**src/rtl/dstwr_pkg.sv**
```systemverilog
//------------------------------------------------------------------------------
// dstwr_pkg
// Shared types and constants of the double-sided two-way ranging responder.
//------------------------------------------------------------------------------
`default_nettype none

package dstwr_pkg;

	localparam int STAMP_W     = 40;
	localparam int FRAC_W      = 8;
	localparam int TX_W        = 32;
	localparam int TX_SHIFT    = STAMP_W - TX_W;
	localparam int MM_W        = 20;
	localparam int TOF_W       = 48;
	localparam int DIST_W      = 32;
	localparam int SCALE_SHIFT = FRAC_W + 16;
	localparam int PROD_W      = 2 * STAMP_W;
	localparam int DVD_W       = PROD_W + FRAC_W;
	localparam int DEN_W       = STAMP_W + 2;
	localparam int SCL_W       = TOF_W + MM_W;
	localparam int DSH_W       = SCL_W + 1 - SCALE_SHIFT;
	localparam int CNT_W       = $clog2(DVD_W + 1);
	localparam int IDX_W       = 8;
	localparam int CFG_W       = 32;

	localparam logic [TX_W-1:0]  REPLY_DELAY_RST = 32'd57508200;
	localparam logic [MM_W-1:0]  MM_PER_TICK_RST = 20'd307385;
	localparam logic [IDX_W-1:0] REG_REPLY_DELAY = 8'd0;
	localparam logic [IDX_W-1:0] REG_MM_PER_TICK = 8'd1;

	localparam logic [7:0] FT_POLL    = 8'h01;
	localparam logic       KIND_GOOD  = 1'b0;
	localparam logic       RK_RESP    = 1'b0;
	localparam logic       RK_RANGE   = 1'b1;
	localparam logic [TX_W-1:0] TX_EVEN_MASK = 32'hFFFFFFFE;

	typedef struct packed {
		logic               kind;
		logic [7:0]         frame_type;
		logic [7:0]         seq_num;
		logic [STAMP_W-1:0] rx_stamp;
		logic [STAMP_W-1:0] poll_tx_stamp;
		logic [STAMP_W-1:0] resp_rx_stamp;
		logic [STAMP_W-1:0] final_tx_stamp;
	} frame_t;

	typedef struct packed {
		logic                     result_kind;
		logic [7:0]               reply_seq;
		logic [TX_W-1:0]          delayed_tx_time;
		logic [STAMP_W-1:0]       echo_poll_rx;
		logic [STAMP_W-1:0]       planned_resp_tx;
		logic signed [TOF_W-1:0]  tof_q8;
		logic signed [DIST_W-1:0] distance_mm;
	} result_t;

	typedef struct packed {
		logic               is_range;
		logic [7:0]         seq;
		logic [TX_W-1:0]    dt;
		logic [STAMP_W-1:0] t2;
		logic [STAMP_W-1:0] t3;
		logic [STAMP_W-1:0] ra;
		logic [STAMP_W-1:0] rb;
		logic [STAMP_W-1:0] da;
		logic [STAMP_W-1:0] db;
	} job_t;

endpackage

`default_nettype wire

```
**src/rtl/dstwr_front.sv**
```systemverilog
//------------------------------------------------------------------------------
// dstwr_front
// Classifies receive events, keeps the exchange state and builds jobs.
//------------------------------------------------------------------------------
`default_nettype none

module dstwr_front (
	input  wire logic                          clk,
	input  wire logic                          arst_n,
	input  wire logic                          frame_valid,
	output logic                               frame_stall,
	input  wire dstwr_pkg::frame_t             frame,
	input  wire logic [dstwr_pkg::TX_W-1:0]    reply_delay,
	input  wire logic                          q_full,
	output logic                               q_push,
	output dstwr_pkg::job_t                    q_job
);

	logic                             awaiting_q;
	logic [dstwr_pkg::STAMP_W-1:0]    poll_rx_q;
	logic [dstwr_pkg::STAMP_W-1:0]    resp_tx_q;
	logic [dstwr_pkg::STAMP_W:0]      sum;
	logic [dstwr_pkg::TX_W-1:0]       dt;
	logic [dstwr_pkg::STAMP_W-1:0]    t3;
	logic                             accept;
	logic                             is_poll;

	always_comb begin
		sum = {1'b0, frame.rx_stamp} + (dstwr_pkg::STAMP_W+1)'(reply_delay);
		dt = sum[dstwr_pkg::TX_SHIFT +: dstwr_pkg::TX_W];
		t3 = dstwr_pkg::STAMP_W'(dt & dstwr_pkg::TX_EVEN_MASK) << dstwr_pkg::TX_SHIFT;
		accept = frame_valid && !q_full;
		is_poll = (frame.frame_type == dstwr_pkg::FT_POLL);
		frame_stall = q_full;
		q_push = accept && (frame.kind == dstwr_pkg::KIND_GOOD) && (awaiting_q || is_poll);
		q_job.is_range = awaiting_q;
		q_job.seq = frame.seq_num;
		q_job.dt = dt;
		q_job.t2 = frame.rx_stamp;
		q_job.t3 = t3;
		q_job.ra = frame.resp_rx_stamp - frame.poll_tx_stamp;
		q_job.rb = frame.rx_stamp - resp_tx_q;
		q_job.da = frame.final_tx_stamp - frame.resp_rx_stamp;
		q_job.db = resp_tx_q - poll_rx_q;
	end

	always_ff @(posedge clk or negedge arst_n) begin
		if (!arst_n) begin
			awaiting_q <= 1'b0;
			poll_rx_q <= '0;
			resp_tx_q <= '0;
		end else if (accept) begin
			if (frame.kind != dstwr_pkg::KIND_GOOD || awaiting_q) begin
				awaiting_q <= 1'b0;
			end else if (is_poll) begin
				awaiting_q <= 1'b1;
				poll_rx_q <= frame.rx_stamp;
				resp_tx_q <= t3;
			end
		end
	end

endmodule

`default_nettype wire

```
**src/rtl/dstwr_queue.sv**
```systemverilog
//------------------------------------------------------------------------------
// dstwr_queue
// Two-entry job queue between the front and the arithmetic back end.
//------------------------------------------------------------------------------
`default_nettype none

module dstwr_queue (
	input  wire logic            clk,
	input  wire logic            arst_n,
	input  wire logic            push,
	input  wire dstwr_pkg::job_t push_job,
	output logic                 full,
	input  wire logic            pop,
	output logic                 avail,
	output dstwr_pkg::job_t      head
);

	dstwr_pkg::job_t entry_q [2];
	logic            wr_ptr_q;
	logic            rd_ptr_q;
	logic [1:0]      count_q;

	assign full = (count_q == 2'd2);
	assign avail = (count_q != 2'd0);
	assign head = entry_q[rd_ptr_q];

	always_ff @(posedge clk) begin
		if (push) begin
			entry_q[wr_ptr_q] <= push_job;
		end
	end

	always_ff @(posedge clk or negedge arst_n) begin
		if (!arst_n) begin
			wr_ptr_q <= 1'b0;
			rd_ptr_q <= 1'b0;
			count_q <= 2'd0;
		end else begin
			if (push) begin
				wr_ptr_q <= !wr_ptr_q;
			end
			if (pop) begin
				rd_ptr_q <= !rd_ptr_q;
			end
			count_q <= count_q + 2'(push) - 2'(pop);
		end
	end

	assert property (@(posedge clk) disable iff (!arst_n) count_q != 2'd3)
		else $error("queue count out of range");
	assert property (@(posedge clk) disable iff (!arst_n) push |-> !full || pop)
		else $error("push into full queue");

endmodule

`default_nettype wire

```
**src/rtl/dstwr_back.sv**
```systemverilog
//------------------------------------------------------------------------------
// dstwr_back
// Runs jobs: passes responses out, computes tof and distance with a serial
// multiplier and a one-bit-per-cycle restoring divider.
//------------------------------------------------------------------------------
`default_nettype none

module dstwr_back (
	input  wire logic                        clk,
	input  wire logic                        arst_n,
	input  wire logic                        q_avail,
	input  wire dstwr_pkg::job_t             q_head,
	output logic                             q_pop,
	input  wire logic [dstwr_pkg::MM_W-1:0]  mm_per_tick,
	output logic                             result_valid,
	input  wire logic                        result_stall,
	output dstwr_pkg::result_t               result
);

	localparam logic [2:0] ST_IDLE  = 3'd0;
	localparam logic [2:0] ST_MUL   = 3'd1;
	localparam logic [2:0] ST_SUB   = 3'd2;
	localparam logic [2:0] ST_DIV   = 3'd3;
	localparam logic [2:0] ST_CLAMP = 3'd4;
	localparam logic [2:0] ST_SCL   = 3'd5;
	localparam logic [2:0] ST_FIN   = 3'd6;
	localparam logic [2:0] ST_OUT   = 3'd7;

	localparam int SW = dstwr_pkg::STAMP_W;
	localparam int TW = dstwr_pkg::TOF_W;
	localparam int MW = dstwr_pkg::MM_W;

	logic [2:0]                        state_q;
	logic [dstwr_pkg::CNT_W-1:0]       cnt_q;
	logic [SW-1:0]                     ra_q;
	logic [SW-1:0]                     da_q;
	logic [dstwr_pkg::PROD_W-1:0]      p1_q;
	logic [dstwr_pkg::PROD_W-1:0]      p2_q;
	logic [dstwr_pkg::DEN_W-1:0]       den_q;
	logic [dstwr_pkg::DEN_W-1:0]       rem_q;
	logic [dstwr_pkg::DVD_W-1:0]       dvd_q;
	logic                              neg_q;
	logic [TW-1:0]                     tmag_q;
	logic [dstwr_pkg::SCL_W-1:0]       sc_q;
	dstwr_pkg::result_t                res_q;
	dstwr_pkg::result_t                result_q;
	logic                              result_valid_q;

	logic [dstwr_pkg::DEN_W-1:0]       den;
	logic [SW:0]                       s1;
	logic [SW:0]                       s2;
	logic [dstwr_pkg::PROD_W-1:0]      mag;
	logic [dstwr_pkg::DEN_W:0]         r;
	logic                              ge;
	logic [TW-1:0]                     tcap;
	logic [TW:0]                       s3;
	logic [dstwr_pkg::SCL_W:0]         dm;
	logic [dstwr_pkg::DSH_W-1:0]       dsh;
	logic [dstwr_pkg::DSH_W-1:0]       dcap;
	logic [dstwr_pkg::DIST_W-1:0]      dmag;
	logic                              out_free;

	always_comb begin
		den = dstwr_pkg::DEN_W'(q_head.ra) + dstwr_pkg::DEN_W'(q_head.rb)
			+ dstwr_pkg::DEN_W'(q_head.da) + dstwr_pkg::DEN_W'(q_head.db);
		s1 = {1'b0, p1_q[dstwr_pkg::PROD_W-1:SW]} + (p1_q[0] ? {1'b0, ra_q} : '0);
		s2 = {1'b0, p2_q[dstwr_pkg::PROD_W-1:SW]} + (p2_q[0] ? {1'b0, da_q} : '0);
		mag = (p1_q >= p2_q) ? (p1_q - p2_q) : (p2_q - p1_q);
		r = {rem_q, dvd_q[dstwr_pkg::DVD_W-1]};
		ge = (r >= {1'b0, den_q});
		tcap = neg_q ? (TW'(1) << (TW-1)) : ((TW'(1) << (TW-1)) - TW'(1));
		s3 = {1'b0, sc_q[dstwr_pkg::SCL_W-1:MW]} + (sc_q[0] ? {1'b0, tmag_q} : '0);
		dm = {1'b0, sc_q} + (neg_q ? ((dstwr_pkg::SCL_W+1)'(1) << dstwr_pkg::SCALE_SHIFT)
			- (dstwr_pkg::SCL_W+1)'(1) : '0);
		dsh = dm[dstwr_pkg::SCALE_SHIFT +: dstwr_pkg::DSH_W];
		dcap = neg_q ? (dstwr_pkg::DSH_W'(1) << (dstwr_pkg::DIST_W-1))
			: ((dstwr_pkg::DSH_W'(1) << (dstwr_pkg::DIST_W-1)) - dstwr_pkg::DSH_W'(1));
		dmag = dstwr_pkg::DIST_W'((dsh > dcap) ? dcap : dsh);
		out_free = !result_valid_q || !result_stall;
		q_pop = (state_q == ST_IDLE) && q_avail;
	end

	assign result_valid = result_valid_q;
	assign result = result_q;

	always_ff @(posedge clk) begin
		case (state_q)
			ST_IDLE: begin
				ra_q <= q_head.ra;
				da_q <= q_head.da;
				p1_q <= {{SW{1'b0}}, q_head.rb};
				p2_q <= {{SW{1'b0}}, q_head.db};
				den_q <= den;
				res_q.result_kind <= q_head.is_range ? dstwr_pkg::RK_RANGE : dstwr_pkg::RK_RESP;
				res_q.reply_seq <= q_head.is_range ? '0 : q_head.seq;
				res_q.delayed_tx_time <= q_head.is_range ? '0 : q_head.dt;
				res_q.echo_poll_rx <= q_head.is_range ? '0 : q_head.t2;
				res_q.planned_resp_tx <= q_head.is_range ? '0 : q_head.t3;
				res_q.tof_q8 <= '0;
				res_q.distance_mm <= '0;
			end
			ST_MUL: begin
				p1_q <= {s1, p1_q[SW-1:1]};
				p2_q <= {s2, p2_q[SW-1:1]};
			end
			ST_SUB: begin
				neg_q <= (p1_q < p2_q);
				dvd_q <= dstwr_pkg::DVD_W'(mag) << dstwr_pkg::FRAC_W;
				rem_q <= '0;
			end
			ST_DIV: begin
				rem_q <= ge ? dstwr_pkg::DEN_W'(r - {1'b0, den_q}) : r[dstwr_pkg::DEN_W-1:0];
				dvd_q <= {dvd_q[dstwr_pkg::DVD_W-2:0], ge};
			end
			ST_CLAMP: begin
				tmag_q <= (dvd_q[dstwr_pkg::DVD_W-1:TW-1] != '0) ? tcap : dvd_q[TW-1:0];
				sc_q <= {{TW{1'b0}}, mm_per_tick};
			end
			ST_SCL: begin
				sc_q <= {s3, sc_q[MW-1:1]};
			end
			ST_FIN: begin
				res_q.tof_q8 <= neg_q ? (TW'(0) - tmag_q) : tmag_q;
				res_q.distance_mm <= neg_q ? (dstwr_pkg::DIST_W'(0) - dmag) : dmag;
			end
			default: begin
			end
		endcase
	end

	always_ff @(posedge clk) begin
		if (state_q == ST_OUT && out_free) begin
			result_q <= res_q;
		end
	end

	always_ff @(posedge clk or negedge arst_n) begin
		if (!arst_n) begin
			state_q <= ST_IDLE;
			cnt_q <= '0;
			result_valid_q <= 1'b0;
		end else begin
			if (result_valid_q && !result_stall) begin
				result_valid_q <= 1'b0;
			end
			case (state_q)
				ST_IDLE: begin
					cnt_q <= '0;
					if (q_avail) begin
						if (!q_head.is_range) begin
							state_q <= ST_OUT;
						end else if (den != '0) begin
							state_q <= ST_MUL;
						end
					end
				end
				ST_MUL: begin
					cnt_q <= cnt_q + 1'b1;
					if (cnt_q == dstwr_pkg::CNT_W'(SW - 1)) begin
						state_q <= ST_SUB;
					end
				end
				ST_SUB: begin
					cnt_q <= '0;
					state_q <= ST_DIV;
				end
				ST_DIV: begin
					cnt_q <= cnt_q + 1'b1;
					if (cnt_q == dstwr_pkg::CNT_W'(dstwr_pkg::DVD_W - 1)) begin
						state_q <= ST_CLAMP;
					end
				end
				ST_CLAMP: begin
					cnt_q <= '0;
					state_q <= ST_SCL;
				end
				ST_SCL: begin
					cnt_q <= cnt_q + 1'b1;
					if (cnt_q == dstwr_pkg::CNT_W'(MW - 1)) begin
						state_q <= ST_FIN;
					end
				end
				ST_FIN: begin
					state_q <= ST_OUT;
				end
				ST_OUT: begin
					if (out_free) begin
						result_valid_q <= 1'b1;
						state_q <= ST_IDLE;
					end
				end
				default: begin
					state_q <= ST_IDLE;
				end
			endcase
		end
	end

	assert property (@(posedge clk) disable iff (!arst_n)
		(state_q == ST_DIV) |-> (cnt_q < dstwr_pkg::CNT_W'(dstwr_pkg::DVD_W)))
		else $error("divider ran past its last step");
	assert property (@(posedge clk) disable iff (!arst_n)
		(state_q == ST_MUL) |-> (cnt_q < dstwr_pkg::CNT_W'(SW)))
		else $error("multiplier ran past its last step");
	assert property (@(posedge clk) disable iff (!arst_n)
		(q_pop && !q_head.is_range) |=> (state_q == ST_OUT))
		else $error("response word popped but not staged");

endmodule

`default_nettype wire

```
**src/rtl/ds_twr_responder_ranging.sv**
```systemverilog
// Responder for double-sided two-way ranging. A good poll frame while idle yields
// a response word once it has passed the job queue and the back end; the next good
// frame is the final and yields a ranging word after the 40-step serial multiplier,
// the 88-step one-bit restoring divider and the 20-step scale multiplier. A two-entry
// job queue lets frames keep arriving while the divider runs, until the queue is full.
// A final whose round-trip sum is zero, and any receive error, gives no word.
//------------------------------------------------------------------------------
// ds_twr_responder_ranging
// Top level: configuration registers, front, job queue and arithmetic back end.
//------------------------------------------------------------------------------
`default_nettype none

module ds_twr_responder_ranging (
	input  wire logic                          clk,
	input  wire logic                          arst_n,
	input  wire logic                          frame_valid,
	output logic                               frame_stall,
	input  wire dstwr_pkg::frame_t             frame,
	output logic                               result_valid,
	input  wire logic                          result_stall,
	output dstwr_pkg::result_t                 result,
	input  wire logic                          cfg_valid,
	output logic                               cfg_ready,
	input  wire logic [dstwr_pkg::IDX_W-1:0]   cfg_index,
	input  wire logic [dstwr_pkg::CFG_W-1:0]   cfg_data
);

	logic [dstwr_pkg::TX_W-1:0] reply_delay_q;
	logic [dstwr_pkg::MM_W-1:0] mm_per_tick_q;
	logic                       q_push;
	logic                       q_full;
	logic                       q_pop;
	logic                       q_avail;
	dstwr_pkg::job_t            q_job;
	dstwr_pkg::job_t            q_head;

	assign cfg_ready = 1'b1;

	always_ff @(posedge clk or negedge arst_n) begin
		if (!arst_n) begin
			reply_delay_q <= dstwr_pkg::REPLY_DELAY_RST;
			mm_per_tick_q <= dstwr_pkg::MM_PER_TICK_RST;
		end else if (cfg_valid && cfg_ready) begin
			if (cfg_index == dstwr_pkg::REG_REPLY_DELAY) begin
				reply_delay_q <= cfg_data[dstwr_pkg::TX_W-1:0];
			end else if (cfg_index == dstwr_pkg::REG_MM_PER_TICK) begin
				mm_per_tick_q <= cfg_data[dstwr_pkg::MM_W-1:0];
			end
		end
	end

	dstwr_front u_front (
		.clk         (clk),
		.arst_n      (arst_n),
		.frame_valid (frame_valid),
		.frame_stall (frame_stall),
		.frame       (frame),
		.reply_delay (reply_delay_q),
		.q_full      (q_full),
		.q_push      (q_push),
		.q_job       (q_job)
	);

	dstwr_queue u_queue (
		.clk      (clk),
		.arst_n   (arst_n),
		.push     (q_push),
		.push_job (q_job),
		.full     (q_full),
		.pop      (q_pop),
		.avail    (q_avail),
		.head     (q_head)
	);

	dstwr_back u_back (
		.clk          (clk),
		.arst_n       (arst_n),
		.q_avail      (q_avail),
		.q_head       (q_head),
		.q_pop        (q_pop),
		.mm_per_tick  (mm_per_tick_q),
		.result_valid (result_valid),
		.result_stall (result_stall),
		.result       (result)
	);

endmodule

`default_nettype wire
```
**config.mk**
```make
export PLATFORM = sky130hd
export DESIGN_NAME = ds_twr_responder_ranging
export DESIGN_NICKNAME = d
export VERILOG_FILES = /design/src/rtl/dstwr_pkg.sv /design/src/rtl/dstwr_front.sv /design/src/rtl/dstwr_queue.sv /design/src/rtl/dstwr_back.sv /design/src/rtl/ds_twr_responder_ranging.sv
export SDC_FILE = /design/constraint.sdc
export NUM_CORES = 2
export LEC_CHECK = 0
export ABC_AREA = 1
export ABC_CLOCK_PERIOD_IN_PS = 39600
export BUFFER_PORTS_ARGS = -buffer_cell sky130_fd_sc_hd__buf_2
export CAP_MARGIN = 10
export CORE_MARGIN = 3
export CORE_UTILIZATION = 45
export DETAILED_ROUTE_END_ITERATION = 16
export GPL_ROUTABILITY_DRIVEN = 0
export PLACE_DENSITY = 0.57
export SLEW_MARGIN = 20
export SYNTH_ARGS = -nofsm -noshare
export SYNTH_HDL_FRONTEND = slang
export SYNTH_SLANG_ARGS = --single-unit
export TNS_END_PERCENT = 1
```
**constraint.sdc**
```tcl
create_clock -name clk -period 39.6 [get_ports clk]
set_clock_uncertainty 0.05 [all_clocks]
set_input_delay 5.94 -clock clk [delete_from_list [all_inputs] [get_ports clk]]
set_output_delay 5.94 -clock clk [all_outputs]
set_load 0.02 [all_outputs]
```
# After elaboration in Yosys (flattened, before gate mapping)
# Memory sizes are Yosys's and may differ from the RTL's.
# Index checks and enable logic that the tools add are counted.
dict set report op_classes {
  bitwise_logic 3
  n_addsub 20
  reduce_logical 32
  mul 0
  shifts 0
  mux 35
  n_lt_le_gt_ge 4
  eq_ne 19
  div_mod_pow 0
}
# op count
set ops {}
lappend ops {{$pmux 80 s2} 3}
lappend ops {{$mux 48} 4}
lappend ops {{$pmux 88 s2} 1}
lappend ops {{$sub 40x40->40} 4}
lappend ops {{$sub 80x80->80} 2}
lappend ops {{$pmux 68 s2} 1}
lappend ops {{$mux 32} 3}
lappend ops {{$add 42x40->42} 2}
lappend ops {{$pmux 42 s2} 1}
lappend ops {{$add 40x41->41} 2}
lappend ops {{$ge 80x80->1} 1}
lappend ops {{$lt 80x80->1} 1}
lappend ops {{$mux 40} 2}
lappend ops {{$mux 80} 1}
lappend ops {{$add 68x24->69} 1}
lappend ops {{$add 48x49->49} 1}
lappend ops {{$sub 1x48->48 const A} 1}
lappend ops {{$gt 45x32->1} 1}
lappend ops {{$ge 43x42->1} 1}
lappend ops {{$mux 42} 1}
lappend ops {{$reduce_bool 42->1} 1}
lappend ops {{$sub 42x42->42} 1}
lappend ops {{$add 40x40->41} 1}
lappend ops {{$reduce_bool 41->1} 1}
lappend ops {{other kinds (31)} 75}
dict set report word_totals {
  input_bits 222
  mem_bits_ro 0
  regBits 1070
  ram_bits 544
  mem_count 1
  output_inout_bits 204
  latchBits 0
}
# memory depth word_bits rd rd_clocked_by_memory_dff write_ports line_no
set mem_list {}
lappend mem_list {u_queue.entry_q 2 272 1 0 1 dstwr_queue.sv:18} ;# dstwr_pkg::job_t entry_q [2];

# Longest topological paths before layout
# An unclocked memory read counts as a cell.
dict set report logic_depth {
  depth_word 9
  mapped_depth 43
  mapped_depth_nobuf 41
}

# Hierarchy
# A second synthesis with hierarchy kept.
dict set report hier_totals {
  hier_cells 12308
  area_unflattened_um2 103458.0
}
# module cells_each n_inst seq_area_each_um2 area_each_um2
set modules_own_cells {}
lappend modules_own_cells {dstwr_back 7753 1 28232.1 64071.4}
lappend modules_own_cells {dstwr_queue 1493 1 16976.3 21167.8}
lappend modules_own_cells {dstwr_front 2821 1 1801.7 15944.0}
lappend modules_own_cells {ds_twr_responder_ranging 241 1 1327.5 2274.7}

# Least setup slack after synthesis
# OpenSTA, ideal clock, no wires.
dict set report synth_timing {
  kind {input to register}
  from {input port frame[169] (netlist bit)}
  to {memory u_queue.entry_q[0][0] (netlist bit), enable pin}
  setup_time_ns 0.828
  path_stages 6
  t_arrival_ns 16.740
  slack_ns 21.982
  path_cell_list {or4_1 nor4_1 nor2_1 nor3_1 inv_1 nor2_1}
}
dict set report synth_between {
  elab_chain_len 5
}
# element line_no
set synth_lines {}
lappend synth_lines {{start: declaration} ds_twr_responder_ranging.sv:18} ;# input wire dstwr_pkg::frame_t frame,
lappend synth_lines {{$eq 8x1->1} dstwr_front.sv:33} ;# is_poll = (frame.frame_type == dstwr_pkg::FT_POLL);
lappend synth_lines {{$logic_or 1x1->1} dstwr_front.sv:35} ;# q_push = accept && (frame.kind == dstwr_pkg::KIND_GOOD) && (awaiting_q || is_poll);
lappend synth_lines {{$logic_and 1x1->1} dstwr_front.sv:35}
lappend synth_lines {{via q_push} ds_twr_responder_ranging.sv:30} ;# logic q_push;
lappend synth_lines {{$mux 1} dstwr_queue.sv:28} ;# if (push) begin
lappend synth_lines {{$mux 1 (implied by the code)} dstwr_queue.sv:29} ;# entry_q[wr_ptr_q] <= push_job;
lappend synth_lines {{end: declaration} dstwr_queue.sv:18}
# The timed path passes the listed nets, and every way through them passes these cells.

# Worst setup path in the final report
dict set report layout_timing {
  from {input port frame[169] (netlist bit)}
  to {memory u_queue.entry_q[0][56] (netlist bit), enable pin}
}
# Same word-level chain as after synthesis.

==> flow_metrics.py <==
metrics = {
    "pwr": {
        "power_frac_seq_pct": 50.4,
        "switchingPower_mw": 0.756,
        "clockPowerShare_pct": 44.7,
        "comb_power_share_pct": 5.0,
        "power_density_nw_per_um2": 32.3,
        "netSwitchingFraction_pct": 22.6,
        "peakVddDrop_v": 0.0000481,
        "power_leakage_nw": 47.0,
        "power_mw": 3.34,
        "p_int_mw": 2.58,
    },
    "synth": {
        "synth.distinct_cells": 71,
        "synth_common_cells": "nand2_1 (2516), inv_1 (1672), edfxtp_1 (1315)",
        "synth-async-reset-ratio_pct": 9.56,
        "syn_area_per_cell_um2": 8.45,
        "synth-edff-count": 1315,
        "synth.area.top_cells": "edfxtp_1 (42%), nand2_1 (10%), ha_1 (8.6%)",
        "synth-seq-cells": 1454,
        "synthFlopType": "edfxtp_1",
        "yosys.area.top_type": "edfxtp_1",
        "yosysTopAreaCellShare_pct": 42.4,
        "post-synth-top-count-cell": "nand2_1",
        "yosysSeqAreaShare_pct": 46.2,
        "yosysWarnings": 0,
        "syn_inst": 11000,
        "synthesis.area_um2": 93100,
    },
    "worst_setup_path": {
        "ff2ff_setup_slack_ps": 30520,
        "path_cells": "buf_2 > or4_1 > nor4_1 > nor2_1 > nor3_1 > inv_1 > nor2_4 > buf_4 > buf_4 > buf_4",
        "ff2ff_path_depth": 38,
        "cp_max_fo": 71,
        "slowest_stage": "buf_4",
        "cp_slowest_stage_delay_ps": 850,
        "crit_type": "input pin to flop",
        "cpMostUsedCell": "buf_4",
        "endpoint_kind": "flop",
        "start_kind": "input pin",
        "required_ps": 39990,
        "cp.arrival_ps": 10100,
    },
    "sta": {
        "finalHoldViolCount": 0,
        "fin_crit_sh_pct": 24.5,
        "setup-violations-final": 0,
        "rsz0062_at_grt": "false",
        "final_max_slew_viol_count": 0,
        "setup_slack_ps": 29880,
        "slew_headroom_pct": 16.0,
        "worst-slew-pin-transition_ps": 1250,
        "fin_tns_setup_ps": 0,
        "post-route-min-period_ps": 9720,
        "clock.fmax_mhz": 103,
    },
    "floorplan": {
        "io_pins": 426,
        "die_area_um2": 212000,
        "fp.dieW_um": 461,
        "core_um2": 205000,
        "die_y_um": 461,
        "row_count": 166,
        "floorplan.initialDensity_pct": 45.4,
    },
    "min_path": {
        "min_path_cells": 0,
        "hold_class": "flop to flop",
    },
    "grt": {
        "track_usage_pct": 27.1,
        "grt_pass1_wl_um": 441000,
        "grt_overflow": 0,
        "antenna_found_initial": 14,
        "grt_start_max_net_pins": 142,
        "grt_pass1_vias": 74000,
    },
    "route": {
        "drt-initial-drc-count": 7371,
        "post_drt_via_cell_ratio": 5.49,
        "drc": 0,
        "antenna_left": 0,
        "wirelength_um": 295000,
        "wl_per_cell_um": 20.7,
        "vias": 78200,
        "drt_first_pass_iters": 7,
    },
    "clock_tree": {
        "cts_repair_resize_count": 0,
        "clock-sinks": 1454,
        "ctsLongestPathBuffers": 3,
        "cts_buffers": 162,
        "clk_latency_ps": 850,
        "holdBufCountCts": 0,
        "cts_tree": "built",
        "htreeDepth": 4,
        "post-cts-setup-buffers": 0,
        "clkTransAtPathRegs_ps": 60,
        "root_buffer": "clkbuf_16",
    },
    "placement": {
        "place_ws_ps": 29040,
        "hpwlAfterDp_um": 235000,
        "portBuffers": 415,
    },
    "layout": {
        "final_nets": 12300,
        "drive_gt1_share_pct": 7.35,
        "syn_to_final_growth_pct": 11.0,
    },
    "job": {
        "maxCapViolCount": 0,
    },
    "run_status": {
        "outcome": "finished clean",
    },
}
-- placed cells by master, fill, tap and decap left out, types with 239 or more instances in the layout --
cell type and count:
xor2_1 239, ha_1 639, nand2_1 2514, nand3_1 274
edfxtp_1 1315, inv_1 1671, buf_2 414, a21oi_1 1141
o21ai_0 860, nor2_1 902
-- kinds of logic after synthesis --
kind of cell | after synthesis | synth area share, %
compound gates | 2461 | 14.4
xor+xnor | 396 | 3.72
fa+ha+maj | 690 | 9.68
buf+inv | 1952 | 8.13
flops | 1454 | 46.2
mux | 36 | 0.403
other cells | 2 | 0.00806
simple gates | 4031 | 17.5
-- registers in the layout, summed over array words and instances, names as in the netlist, 2 cells and up --
| register | flops |
|---|---|
| reply_delay_q | 32 |
| u_back.state_q | 3 |
| u_back.cnt_q | 7 |
| u_back.da_q | 40 |
| u_back.ra_q | 40 |
| u_back.tmag_q | 48 |
| u_back.result | 161 |
| u_back.p1_q | 80 |
| u_front.resp_tx_q | 31 |
| u_back.dvd_q | 88 |
| u_back.sc_q | 68 |
| u_back.res_q | 161 |
| u_queue.count_q | 2 |
| u_back.p2_q | 80 |
| u_back.rem_q | 42 |
| u_back.den_q | 42 |
| u_front.poll_rx_q | 40 |
| mm_per_tick_q | 20 |
| u_queue.entry_q | 464 |
-- power groups by stage --
stage	Clock, mW	Sequential, mW	Combinational (mW)
floorplan	0	1.71	0.102
global placement	0	1.71	0.160
detailed placement	0	1.71	0.163
CTS	1.52	1.68	0.164
global route	1.59	1.68	0.183
finish	1.49	1.68	0.166
-- final timing paths --
| kind | end | startpoint |
|---|---|---|
| worst max-delay path | u_queue.entry_q[0][56]$_DFFE_PP_ | frame[169] |
| worst min-delay path | u_back.result[157]$_DFFE_PP_ | u_back.res_q[157]$_SDFFCE_PP0P_ |
| worst max register to register | u_back.state_q[2]$_DFFE_PN0P_ | u_queue.rd_ptr_q$_DFFE_PN0P_ |
| worst min register to register | u_back.result[157]$_DFFE_PP_ | u_back.res_q[157]$_SDFFCE_PP0P_ |
| max in group asynchronous | u_queue.rd_ptr_q$_DFFE_PN0P_ | arst_n |
| min in group asynchronous | reply_delay_q[20]$_DFFE_PN0P_ | arst_n |
-- metrics by stage --
stage,util [%],cells,hold WS (ps),instance area [um^2]
4_1_cts,50.3,14200,364,103000
3_5_place_dp,47.8,13900,355,98100
2_1_floorplan,-,11000,350,93200
3_3_place_gp,47.8,13900,353,98000
5_1_grt,50.3,14200,364,103000
6_report,50.4,14200,359,103000
-- layout make-up --
class | instances | area, um^2
tap | 2688 | 3360
inverter | 1687 | 6340
timing repair buffer | 481 | 2600
antenna | 11 | 27.5
clock inverter | 85 | 900
sequential | 1454 | 43000
fill | 19500 | 102000
clock buffer | 213 | 4360
multi-input combinational | 7624 | 42700
-- critical path, delay by kind of cell --
kind                   cells  cell delay (ps)
buffers and inverters      5             2510
AND/OR/NAND/NOR            5             1430
-- metal layers --
metal  GRT usage, %  up-vias  part of all wire, %
met5              0        -                0.024
met4           12.2       12                  5.0
met3           4.14      634                  7.3
met2           43.1     3082                   45
met1           36.7    36800                   43
li1               -    37700                    -
No activity file was read; power rests on OpenSTA's default activity.
